--- config.mk ---
export PLATFORM = sky130hd
export DESIGN_NAME = hsv_range_mask_centroid_top_flat
export DESIGN_NICKNAME = d
export VERILOG_FILES = /design/src/sv/hrmc_pkg.sv /design/src/sv/hrmc_if.sv /design/src/sv/hrmc_ctrl.sv /design/src/sv/hrmc_dp.sv /design/src/sv/hsv_range_mask_centroid_top.sv /design/src/flat_wrapper.sv
export SDC_FILE = /design/constraint.sdc
export NUM_CORES = 1
export LEC_CHECK = 0
export ABC_AREA = 1
export BUFFER_PORTS_ARGS = -buffer_cell sky130_fd_sc_hd__clkbuf_2
export CAP_MARGIN = 15
export CORE_ASPECT_RATIO = 0.7
export CORE_MARGIN = 1.5
export CORE_UTILIZATION = 50
export CTS_CLUSTER_SIZE = 12
export DETAILED_ROUTE_END_ITERATION = 10
export PLACE_DENSITY = 0.77
export SETUP_SLACK_MARGIN = 0.5
export SLEW_MARGIN = 20
export SYNTH_ARGS = -nofsm -noshare
export SYNTH_HDL_FRONTEND = slang
export SYNTH_SLANG_ARGS = --single-unit
export TNS_END_PERCENT = 5
--- constraint.sdc ---
create_clock -name i_clk -period 6.3 [get_ports i_clk]
set_input_delay 1.26 -clock i_clk [delete_from_list [all_inputs] [get_ports i_clk]]
set_output_delay 1.26 -clock i_clk [all_outputs]
set_load 0.005 [all_outputs]
--- src/sv/hrmc_pkg.sv ---
// Shared types and constants for the HSV range mask centroid block.
package hrmc_pkg;

    localparam int CFG_IDX_W  = 3;
    localparam int CFG_DATA_W = 11;
    localparam int CH_W       = 8;
    localparam int SIZE_W     = 11;
    localparam int CEN_W      = 10;
    localparam int CNT_OUT_W  = 21;

    localparam logic [CFG_IDX_W-1:0] REG_HUE_LOW    = 3'd0;
    localparam logic [CFG_IDX_W-1:0] REG_HUE_HIGH   = 3'd1;
    localparam logic [CFG_IDX_W-1:0] REG_SAT_LOW    = 3'd2;
    localparam logic [CFG_IDX_W-1:0] REG_SAT_HIGH   = 3'd3;
    localparam logic [CFG_IDX_W-1:0] REG_VAL_LOW    = 3'd4;
    localparam logic [CFG_IDX_W-1:0] REG_VAL_HIGH   = 3'd5;
    localparam logic [CFG_IDX_W-1:0] REG_FRAME_COLS = 3'd6;
    localparam logic [CFG_IDX_W-1:0] REG_FRAME_ROWS = 3'd7;

    localparam logic [CH_W-1:0]   RST_HUE_LOW    = 8'd39;
    localparam logic [CH_W-1:0]   RST_HUE_HIGH   = 8'd45;
    localparam logic [CH_W-1:0]   RST_SAT_LOW    = 8'd220;
    localparam logic [CH_W-1:0]   RST_SAT_HIGH   = 8'd255;
    localparam logic [CH_W-1:0]   RST_VAL_LOW    = 8'd220;
    localparam logic [CH_W-1:0]   RST_VAL_HIGH   = 8'd255;
    localparam logic [SIZE_W-1:0] RST_FRAME_COLS = 11'd320;
    localparam logic [SIZE_W-1:0] RST_FRAME_ROWS = 11'd240;

    typedef enum logic [3:0] {
        S_IDLE = 4'b0001,
        S_COL  = 4'b0010,
        S_ROW  = 4'b0100,
        S_WAIT = 4'b1000
    } t_state;

    typedef struct packed {
        logic pix;
        logic snap;
        logic step;
        logic init_row;
        logic out_load;
    } t_cmd;

    typedef struct packed {
        logic last_pix;
        logic div_last;
        logic out_free;
    } t_sts;

endpackage

--- src/sv/hrmc_if.sv ---
// Pixel and result channel interfaces.
interface hrmc_pix_if import hrmc_pkg::*; ();
    logic            valid;
    logic            ready;
    logic [CH_W-1:0] hue;
    logic [CH_W-1:0] sat;
    logic [CH_W-1:0] val;

    modport source (output valid, output hue, output sat, output val, input ready);
    modport sink   (input valid, input hue, input sat, input val, output ready);
endinterface

interface hrmc_res_if import hrmc_pkg::*; ();
    logic                 valid;
    logic                 ready;
    logic [CEN_W-1:0]     centroid_col;
    logic [CEN_W-1:0]     centroid_row;
    logic [CNT_OUT_W-1:0] marked_count;

    modport source (output valid, output centroid_col, output centroid_row,
                    output marked_count, input ready);
    modport sink   (input valid, input centroid_col, input centroid_row,
                    input marked_count, output ready);
endinterface

--- src/sv/hrmc_ctrl.sv ---
// Sequencer for pixel intake, the shared divider and the result register.
module hrmc_ctrl import hrmc_pkg::*; (
    input  logic i_clk,
    input  logic i_rst_n,
    input  logic i_pix_valid,
    output logic o_pix_ready,
    input  t_sts i_sts,
    output t_cmd o_cmd
);

    t_state r_state;
    t_state n_state;
    logic   w_fire;

    assign o_pix_ready = !i_sts.last_pix || (r_state == S_IDLE);
    assign w_fire      = i_pix_valid && o_pix_ready;

    always_comb begin
        n_state        = r_state;
        o_cmd          = '0;
        o_cmd.pix      = w_fire;
        case (r_state)
            S_IDLE: begin
                if (w_fire && i_sts.last_pix) begin
                    o_cmd.snap = 1'b1;
                    n_state    = S_COL;
                end
            end
            S_COL: begin
                o_cmd.step = 1'b1;
                if (i_sts.div_last) begin
                    o_cmd.init_row = 1'b1;
                    n_state        = S_ROW;
                end
            end
            S_ROW: begin
                o_cmd.step = 1'b1;
                if (i_sts.div_last) begin
                    n_state = S_WAIT;
                end
            end
            S_WAIT: begin
                if (i_sts.out_free) begin
                    o_cmd.out_load = 1'b1;
                    n_state        = S_IDLE;
                end
            end
            default: begin
                n_state = S_IDLE;
            end
        endcase
    end

    always_ff @(posedge i_clk) begin
        if (!i_rst_n) begin
            r_state <= S_IDLE;
        end else begin
            r_state <= n_state;
        end
    end

endmodule

--- src/sv/hrmc_dp.sv ---
// Datapath: bounds, raster counters, accumulators, divider and result register.
module hrmc_dp import hrmc_pkg::*; #(
    parameter int MAX_COLS = 1024,
    parameter int MAX_ROWS = 1024
) (
    input  logic                  i_clk,
    input  logic                  i_rst_n,
    input  logic                  i_cfg_we,
    input  logic [CFG_IDX_W-1:0]  i_cfg_idx,
    input  logic [CFG_DATA_W-1:0] i_cfg_data,
    input  logic [CH_W-1:0]       i_hue,
    input  logic [CH_W-1:0]       i_sat,
    input  logic [CH_W-1:0]       i_val,
    input  t_cmd                  i_cmd,
    output t_sts                  o_sts,
    output logic                  o_out_valid,
    input  logic                  i_out_ready,
    output logic [CEN_W-1:0]      o_centroid_col,
    output logic [CEN_W-1:0]      o_centroid_row,
    output logic [CNT_OUT_W-1:0]  o_marked_count
);

    localparam int CW   = $clog2(MAX_COLS);
    localparam int RW   = $clog2(MAX_ROWS);
    localparam int QW   = (CW > RW) ? CW : RW;
    localparam int NW   = $clog2(MAX_COLS * MAX_ROWS + 1);
    localparam int SUMW = NW + QW;
    localparam int ECW  = (CW + 1 > SIZE_W) ? CW + 1 : SIZE_W;
    localparam int ERW  = (RW + 1 > SIZE_W) ? RW + 1 : SIZE_W;
    localparam int ITW  = $clog2(QW + 1);

    logic [CH_W-1:0]   r_hue_low, r_hue_high, r_sat_low, r_sat_high, r_val_low, r_val_high;
    logic [SIZE_W-1:0] r_frame_cols, r_frame_rows;

    logic [CW-1:0]   r_col;
    logic [RW-1:0]   r_row;
    logic [SUMW-1:0] r_csum, r_rsum;
    logic [NW-1:0]   r_cnt;

    logic [NW-1:0]   r_p;
    logic [QW-1:0]   r_nlo;
    logic [QW-1:0]   r_qcol;
    logic [SUMW-1:0] r_rsnap;
    logic [NW-1:0]   r_den;
    logic [ITW-1:0]  r_it;

    logic                 r_out_valid;
    logic [CEN_W-1:0]     r_out_col, r_out_row;
    logic [CNT_OUT_W-1:0] r_out_cnt;

    logic [ECW-1:0]  w_cols_ext, w_eff_cols;
    logic [ERW-1:0]  w_rows_ext, w_eff_rows;
    logic            w_last_col, w_last_row, w_hit;
    logic [SUMW-1:0] n_csum, n_rsum;
    logic [NW-1:0]   n_cnt;
    logic [NW:0]     w_shift, w_diff;
    logic            w_ge;
    logic [NW-1:0]   n_p;
    logic [QW-1:0]   n_nlo;

    always_comb begin
        w_cols_ext = ECW'(r_frame_cols);
        w_rows_ext = ERW'(r_frame_rows);
        if (w_cols_ext == '0) begin
            w_eff_cols = ECW'(1);
        end else if (w_cols_ext > ECW'(MAX_COLS)) begin
            w_eff_cols = ECW'(MAX_COLS);
        end else begin
            w_eff_cols = w_cols_ext;
        end
        if (w_rows_ext == '0) begin
            w_eff_rows = ERW'(1);
        end else if (w_rows_ext > ERW'(MAX_ROWS)) begin
            w_eff_rows = ERW'(MAX_ROWS);
        end else begin
            w_eff_rows = w_rows_ext;
        end
    end

    assign w_last_col = (ECW'(r_col) + ECW'(1)) >= w_eff_cols;
    assign w_last_row = (ERW'(r_row) + ERW'(1)) >= w_eff_rows;
    assign w_hit = (i_hue >= r_hue_low) && (i_hue <= r_hue_high) &&
                   (i_sat >= r_sat_low) && (i_sat <= r_sat_high) &&
                   (i_val >= r_val_low) && (i_val <= r_val_high);

    assign n_csum = w_hit ? r_csum + SUMW'(r_col) : r_csum;
    assign n_rsum = w_hit ? r_rsum + SUMW'(r_row) : r_rsum;
    assign n_cnt  = r_cnt + NW'(w_hit);

    assign w_shift = {r_p, r_nlo[QW-1]};
    assign w_diff  = w_shift - {1'b0, r_den};
    assign w_ge    = w_shift >= {1'b0, r_den};
    assign n_p     = w_ge ? w_diff[NW-1:0] : w_shift[NW-1:0];
    assign n_nlo   = QW'({r_nlo, w_ge});

    assign o_sts.last_pix = w_last_col && w_last_row;
    assign o_sts.div_last = r_it == ITW'(QW - 1);
    assign o_sts.out_free = !r_out_valid || i_out_ready;

    always_ff @(posedge i_clk) begin
        if (!i_rst_n) begin
            r_hue_low    <= RST_HUE_LOW;
            r_hue_high   <= RST_HUE_HIGH;
            r_sat_low    <= RST_SAT_LOW;
            r_sat_high   <= RST_SAT_HIGH;
            r_val_low    <= RST_VAL_LOW;
            r_val_high   <= RST_VAL_HIGH;
            r_frame_cols <= RST_FRAME_COLS;
            r_frame_rows <= RST_FRAME_ROWS;
        end else if (i_cfg_we) begin
            case (i_cfg_idx)
                REG_HUE_LOW:    r_hue_low    <= i_cfg_data[CH_W-1:0];
                REG_HUE_HIGH:   r_hue_high   <= i_cfg_data[CH_W-1:0];
                REG_SAT_LOW:    r_sat_low    <= i_cfg_data[CH_W-1:0];
                REG_SAT_HIGH:   r_sat_high   <= i_cfg_data[CH_W-1:0];
                REG_VAL_LOW:    r_val_low    <= i_cfg_data[CH_W-1:0];
                REG_VAL_HIGH:   r_val_high   <= i_cfg_data[CH_W-1:0];
                REG_FRAME_COLS: r_frame_cols <= i_cfg_data;
                REG_FRAME_ROWS: r_frame_rows <= i_cfg_data;
                default: begin
                end
            endcase
        end
    end

    always_ff @(posedge i_clk) begin
        if (!i_rst_n) begin
            r_col  <= '0;
            r_row  <= '0;
            r_csum <= '0;
            r_rsum <= '0;
            r_cnt  <= '0;
        end else if (i_cmd.pix) begin
            r_col <= w_last_col ? '0 : r_col + CW'(1);
            if (w_last_col) begin
                r_row <= w_last_row ? '0 : r_row + RW'(1);
            end
            if (w_last_col && w_last_row) begin
                r_csum <= '0;
                r_rsum <= '0;
                r_cnt  <= '0;
            end else begin
                r_csum <= n_csum;
                r_rsum <= n_rsum;
                r_cnt  <= n_cnt;
            end
        end
    end

    always_ff @(posedge i_clk) begin
        if (i_cmd.snap) begin
            r_p     <= n_csum[SUMW-1:QW];
            r_nlo   <= n_csum[QW-1:0];
            r_rsnap <= n_rsum;
            r_den   <= n_cnt;
        end else if (i_cmd.init_row) begin
            r_qcol <= n_nlo;
            r_p    <= r_rsnap[SUMW-1:QW];
            r_nlo  <= r_rsnap[QW-1:0];
        end else if (i_cmd.step) begin
            r_p   <= n_p;
            r_nlo <= n_nlo;
        end
    end

    always_ff @(posedge i_clk) begin
        if (!i_rst_n) begin
            r_it <= '0;
        end else if (i_cmd.snap || i_cmd.init_row) begin
            r_it <= '0;
        end else if (i_cmd.step) begin
            r_it <= r_it + ITW'(1);
        end
    end

    always_ff @(posedge i_clk) begin
        if (!i_rst_n) begin
            r_out_valid <= 1'b0;
        end else if (i_cmd.out_load) begin
            r_out_valid <= 1'b1;
        end else if (i_out_ready) begin
            r_out_valid <= 1'b0;
        end
    end

    always_ff @(posedge i_clk) begin
        if (i_cmd.out_load) begin
            r_out_col <= (r_den == '0) ? '0 : CEN_W'(r_qcol);
            r_out_row <= (r_den == '0) ? '0 : CEN_W'(r_nlo);
            r_out_cnt <= CNT_OUT_W'(r_den);
        end
    end

    assign o_out_valid    = r_out_valid;
    assign o_centroid_col = r_out_col;
    assign o_centroid_row = r_out_row;
    assign o_marked_count = r_out_cnt;

endmodule

--- src/sv/hsv_range_mask_centroid_top.sv ---
// Top level of the HSV range mask centroid block.
//
// Pixels enter on i_pix (hue, sat, val) in raster order, one word per clock while i_pix.ready is high.
// Each pixel inside all three inclusive bands is counted and its column and
// row are summed. After the last pixel of a frame (frame_cols x frame_rows,
// a size of 0 acting as 1 and a size above MAX_COLS/MAX_ROWS acting as that
// limit) one word leaves on o_res: truncated mean column, mean row and count,
// with (0,0) when no pixel matched.
// After the last pixel, Q = ceil(log2(max(MAX_COLS, MAX_ROWS))) quotient bits
// are made by one restoring divider that produces one quotient bit per cycle
// for the column, then for the row, before o_res is loaded.
// Throughput: one pixel per clock; the division runs during the next frame.
// i_pix.ready drops only on the final pixel of a frame while the previous frame
// is still being divided or its result still waits for o_res.
// Reset restores the register defaults, clears counters and sums and drops
// o_res.valid. A stalled o_res holds its word; the divider waits for it while
// pixels of the next frame keep flowing. The user must write registers through
// i_cfg_we/i_cfg_idx/i_cfg_data only while idle; the block does not enforce it.
module hsv_range_mask_centroid_top import hrmc_pkg::*; #(
    parameter int MAX_COLS = 1024,
    parameter int MAX_ROWS = 1024
) (
    input  logic                  i_clk,
    input  logic                  i_rst_n,
    input  logic                  i_cfg_we,
    input  logic [CFG_IDX_W-1:0]  i_cfg_idx,
    input  logic [CFG_DATA_W-1:0] i_cfg_data,
    hrmc_pix_if.sink              i_pix,
    hrmc_res_if.source            o_res
);

    t_cmd w_cmd;
    t_sts w_sts;

    hrmc_ctrl u_ctrl (
        .i_clk       (i_clk),
        .i_rst_n     (i_rst_n),
        .i_pix_valid (i_pix.valid),
        .o_pix_ready (i_pix.ready),
        .i_sts       (w_sts),
        .o_cmd       (w_cmd)
    );

    hrmc_dp #(
        .MAX_COLS (MAX_COLS),
        .MAX_ROWS (MAX_ROWS)
    ) u_dp (
        .i_clk          (i_clk),
        .i_rst_n        (i_rst_n),
        .i_cfg_we       (i_cfg_we),
        .i_cfg_idx      (i_cfg_idx),
        .i_cfg_data     (i_cfg_data),
        .i_hue          (i_pix.hue),
        .i_sat          (i_pix.sat),
        .i_val          (i_pix.val),
        .i_cmd          (w_cmd),
        .o_sts          (w_sts),
        .o_out_valid    (o_res.valid),
        .i_out_ready    (o_res.ready),
        .o_centroid_col (o_res.centroid_col),
        .o_centroid_row (o_res.centroid_row),
        .o_marked_count (o_res.marked_count)
    );

endmodule

--- src/flat_wrapper.sv ---
// flat-port wrapper written by rule: the top's interface ports become plain ports
module hsv_range_mask_centroid_top_flat import hrmc_pkg::*;
#(
    parameter int MAX_COLS = 1024,
    parameter int MAX_ROWS = 1024
)
  (i_clk, i_rst_n, i_cfg_we, i_cfg_idx, i_cfg_data, i_pix_valid, i_pix_hue, i_pix_sat, i_pix_val, i_pix_ready, o_res_valid, o_res_centroid_col, o_res_centroid_row, o_res_marked_count, o_res_ready);
  hrmc_pix_if i_pix_i ();
  hrmc_res_if o_res_i ();
  input  logic i_clk;
  input  logic i_rst_n;
  input  logic i_cfg_we;
  input  logic [CFG_IDX_W-1:0] i_cfg_idx;
  input  logic [CFG_DATA_W-1:0] i_cfg_data;
  input wire logic [$bits(i_pix_i.valid)-1:0] i_pix_valid;
  input wire logic [$bits(i_pix_i.hue)-1:0] i_pix_hue;
  input wire logic [$bits(i_pix_i.sat)-1:0] i_pix_sat;
  input wire logic [$bits(i_pix_i.val)-1:0] i_pix_val;
  output wire logic [$bits(i_pix_i.ready)-1:0] i_pix_ready;
  output wire logic [$bits(o_res_i.valid)-1:0] o_res_valid;
  output wire logic [$bits(o_res_i.centroid_col)-1:0] o_res_centroid_col;
  output wire logic [$bits(o_res_i.centroid_row)-1:0] o_res_centroid_row;
  output wire logic [$bits(o_res_i.marked_count)-1:0] o_res_marked_count;
  input wire logic [$bits(o_res_i.ready)-1:0] o_res_ready;
  assign i_pix_i.valid = i_pix_valid;
  assign i_pix_i.hue = i_pix_hue;
  assign i_pix_i.sat = i_pix_sat;
  assign i_pix_i.val = i_pix_val;
  assign i_pix_ready = i_pix_i.ready;
  assign o_res_valid = o_res_i.valid;
  assign o_res_centroid_col = o_res_i.centroid_col;
  assign o_res_centroid_row = o_res_i.centroid_row;
  assign o_res_marked_count = o_res_i.marked_count;
  assign o_res_i.ready = o_res_ready;
  hsv_range_mask_centroid_top #(.MAX_COLS(MAX_COLS), .MAX_ROWS(MAX_ROWS)) u_core (.i_clk(i_clk), .i_rst_n(i_rst_n), .i_cfg_we(i_cfg_we), .i_cfg_idx(i_cfg_idx), .i_cfg_data(i_cfg_data), .i_pix(i_pix_i), .o_res(o_res_i));
endmodule
==> run metrics <==
number of distinct standard cells referenced by the synthesized netlist 46; number of non-filler instances in the completed layout between 3000 and 4000; flip-flop cell with the highest count after synthesis sky130_fd_sc_hd__dfxtp_1; maximum fanout along the worst path 12; area of the mapped netlist about 20000 um2; final-layout setup total negative slack 0 ps; clk buf depth 3; initial core utilization roughly half; fraction of final layout cells sized beyond drive strength 1 6.45%; clock buffers created by TritonCTS 36; setup violators final 0; clock network latency to the later pin of the worst-skew pair between 500 and 600 ps; count of pins over their slew limit 0; Detailed Routing Iterations Pass 1 6; path category of the worst min-delay check flop to flop; buffer cell driving the clock tree root sky130_fd_sc_hd__clkbuf_16; synthesis warning total 0; antenna violations before repair 1; overall via count from detail_route between 15000 and 20000; Post-synth EDFFs ~130; routed len/inst ~16 um; largest area contributor in the netlist sky130_fd_sc_hd__edfxtp_1; final cycle utilization of the critical path between 70% and 80%; remaining antenna violation count 0; standard-cell rows 60; final WL roughly 55 mm; setup slack of the critical path after layout ~1300 ps; Leak 10.2 nW; synthesized flop and latch total between 300 and 400; crit start category flop; most numerous cell in the Yosys netlist sky130_fd_sc_hd__nand2_1; Fillers 3516; routed via count divided by cell count ~5.5; Peak VDD IR 0.156 mV; number of violations reported at the end of detailed-routing iteration 0 around 2000; H-Tree Level Count 2; transition time at the pin with the least slew margin about 1100 ps; area of the die 40400 um2; die height roughly 170 um; overall routing resource usage a little over a quarter; count of port buffers added during placement 85; shortest clock period the worst path allows after layout between 5000 and 6000 ps; synthesized area per cell between 7 and 8 um2; Util after Layout 56.0%; class of the most critical setup path flop to output port; # clock sinks 316; pin count of the biggest net entering global routing slightly above 100; run status completed; wire length of the first global-routing pass 87.5 mm; count of inserted antenna diode cells 0; largest cells by area after synthesis sky130_fd_sc_hd__edfxtp_1 21%, sky130_fd_sc_hd__dfxtp_1 19%, sky130_fd_sc_hd__nand2_1 17%, sky130_fd_sc_hd__nand3_1 7.6%, sky130_fd_sc_hd__ha_1 7.5%; arrival time at the worst endpoint between 3000 and 4000 ps; Worst Skew 32.8 ps; hold violation total from the final report 0; max_cap viols 0; Clock transition at path regs 60 ps; total of cells resized after clock tree synthesis 0; area of the core region between 30000 and 40000 um2; cells after synthesis 2779; list of most frequent post-synthesis cells 880 x sky130_fd_sc_hd__nand2_1, 383 x sky130_fd_sc_hd__inv_1, 297 x sky130_fd_sc_hd__nand3_1; Mapped Nets 2942; CTS tree yes; post-synthesis sequential area ratio 39.1%; sequential cell area between 7000 and 8000 um2; Multi-input gate area between 10000 and 15000 um2; number of cells after detailed placement 3314; growth of design area from synthesis to finish 9.97%; half-perimeter wire length after placement between 40 and 50 mm; top cell type's share of synthesized area 20.5%; worst setup timing slack at the placement stage between 1500 and 2000 ps; Ports 86; Congestion Overflow GR 0; Power Dens Cells about 210 nW/um2; RSZ-0062 raised after global routing false; Max-slew headroom around 28%; worst path required time 5040 ps; routability-driven placement congestion ratio between 1 and 1.5; number of buffers inserted for hold repair after clock tree synthesis 0; die width about 240 um; via count of the first global-routing pass between 15000 and 20000; detailed-route DRC error count 0; number of nets in the finished design approximately 3000; maximum achievable frequency 0.200 GHz; total setup buffers inserted after CTS 0; reg2reg setup slack around 1900 ps; proportion of register bits with asynchronous set or reset after synthesis 0%; Worst Setup End Kind output port
-- routing by layer --
| metal | share of wire, % | global-route usage [%] | routed length [um] |
|---|---|---|---|
| met4 | 1.6 | 5.86 | 884 |
| met3 | 11 | 5.07 | 5880 |
| met2 | 40 | 38.7 | 22000 |
| met1 | 48 | 42.0 | 26300 |
| met5 | 0.024 | 0 | 13 |
-- worst max-delay path: stages (launching register included) --
cell                       delay [ps]
sky130_fd_sc_hd__dfxtp_1          430
sky130_fd_sc_hd__inv_1            110
sky130_fd_sc_hd__nor3_1           340
sky130_fd_sc_hd__nand3_1          270
sky130_fd_sc_hd__nor3_1           250
sky130_fd_sc_hd__xor2_1           250
sky130_fd_sc_hd__ha_1             280
sky130_fd_sc_hd__nand2_1          100
sky130_fd_sc_hd__nor2_1            60
sky130_fd_sc_hd__and2_0           140
sky130_fd_sc_hd__a21oi_1          200
sky130_fd_sc_hd__nand2_2          230
sky130_fd_sc_hd__nand2_1          160
sky130_fd_sc_hd__inv_2             60
sky130_fd_sc_hd__nand2_2          150
sky130_fd_sc_hd__clkbuf_2         170
-- power breakdown --
part	switching (mW)	internal (mW)	total [mW]	leakage, nW
Combinational	0.252	0.109	0.361	6.99
Sequential	0.0243	2.16	2.19	2.66
Clock	0.864	1.22	2.08	0.563
-- cell families (layout without fill, tap and decap cells) --
family	Yosys count	after routing	share of synthesized area [%]
xor gates and xnor gates	60	60	2.68
and+or+nand+nor	1526	1526	33.0
buffers and inverters	476	550	9.73
AOI/OAI and AO/OA	281	281	7.72
adders and majority gates	120	120	7.77
DFF	316	316	39.1
-- final cells by class --
cell class	count	area share, %
Sequential cell	316	35.6
Tap cell	527	3.06
Timing Repair Buffer	98	2.50
Clock inverter	10	0.459
Clock buffer	55	4.95
Inverter	387	6.74
Multi-Input combinational cell	1987	46.7
-- worst paths after layout --
path / from / to / cells after the start
worst min register to register: u_core.u_dp.r_hue_low[3]$_SDFFE_PN0P_ / u_core.u_dp.r_hue_low[3]$_SDFFE_PN0P_ / 2
worst min-delay path: u_core.u_dp.r_hue_low[3]$_SDFFE_PN0P_ / u_core.u_dp.r_hue_low[3]$_SDFFE_PN0P_ / 2
worst max register to register: u_core.u_dp.r_col[0]$_SDFFE_PN0N_ / u_core.u_dp.r_nlo[8]$_DFFE_PP_ / 17
worst max-delay path: u_core.u_dp.r_col[0]$_SDFFE_PN0N_ / i_pix_ready / 15
-- registers in the layout, summed over array words and instances (netlist names), 10 cells and up --
register,cells
u_core.u_dp.r_csum,31
u_core.u_dp.r_rsnap,31
u_core.u_dp.r_rsum,31
u_core.u_dp.o_marked_count,21
u_core.u_dp.r_cnt,21
u_core.u_dp.r_den,21
u_core.u_dp.r_p,21
u_core.u_dp.r_frame_cols,11
u_core.u_dp.r_frame_rows,11
u_core.u_dp.o_centroid_col,10
u_core.u_dp.o_centroid_row,10
u_core.u_dp.r_col,10
u_core.u_dp.r_nlo,10
u_core.u_dp.r_qcol,10
u_core.u_dp.r_row,10
-- through the flow --
| stage | hold WS (ps) | power [mW] | instance area [um2] |
|---|---|---|---|
| after floorplan | 426 | 2.48 | 19600 |
| after global placement | 439 | 2.57 | 20400 |
| after detailed placement | 454 | 2.58 | 20400 |
| after CTS | 466 | 4.64 | 21500 |
| after global routing | 480 | 4.78 | 21600 |
| final | 463 | 4.63 | 21600 |
-- layout by cell type, fill, tap and decap left out, types with 3 or more instances in the layout --
cell type	instances
sky130_fd_sc_hd__or2_2	8
sky130_fd_sc_hd__nor3_1	35
sky130_fd_sc_hd__o21ai_0	64
sky130_fd_sc_hd__nand4_1	60
sky130_fd_sc_hd__o21ai_1	7
sky130_fd_sc_hd__o21bai_1	3
sky130_fd_sc_hd__clkbuf_2	85
sky130_fd_sc_hd__fa_1	3
sky130_fd_sc_hd__a21o_1	4
sky130_fd_sc_hd__nand3_1	296
sky130_fd_sc_hd__nand4_2	3
sky130_fd_sc_hd__nor2_4	4
sky130_fd_sc_hd__xor2_1	43
sky130_fd_sc_hd__xnor2_1	17
sky130_fd_sc_hd__nand2_2	6
sky130_fd_sc_hd__clkbuf_1	13
sky130_fd_sc_hd__and3_1	3
sky130_fd_sc_hd__inv_1	382
sky130_fd_sc_hd__buf_4	11
sky130_fd_sc_hd__nor4_1	5
sky130_fd_sc_hd__clkbuf_16	39
sky130_fd_sc_hd__nand2_1	880
sky130_fd_sc_hd__ha_1	117
sky130_fd_sc_hd__clkinv_2	4
sky130_fd_sc_hd__edfxtp_1	134
sky130_fd_sc_hd__dfxtp_1	182
sky130_fd_sc_hd__nor2_1	202
sky130_fd_sc_hd__a21oi_1	167
sky130_fd_sc_hd__and2_1	12
sky130_fd_sc_hd__inv_2	4
sky130_fd_sc_hd__o211ai_1	30
sky130_fd_sc_hd__clkbuf_8	3
Power figures use the tool's default switching activity.
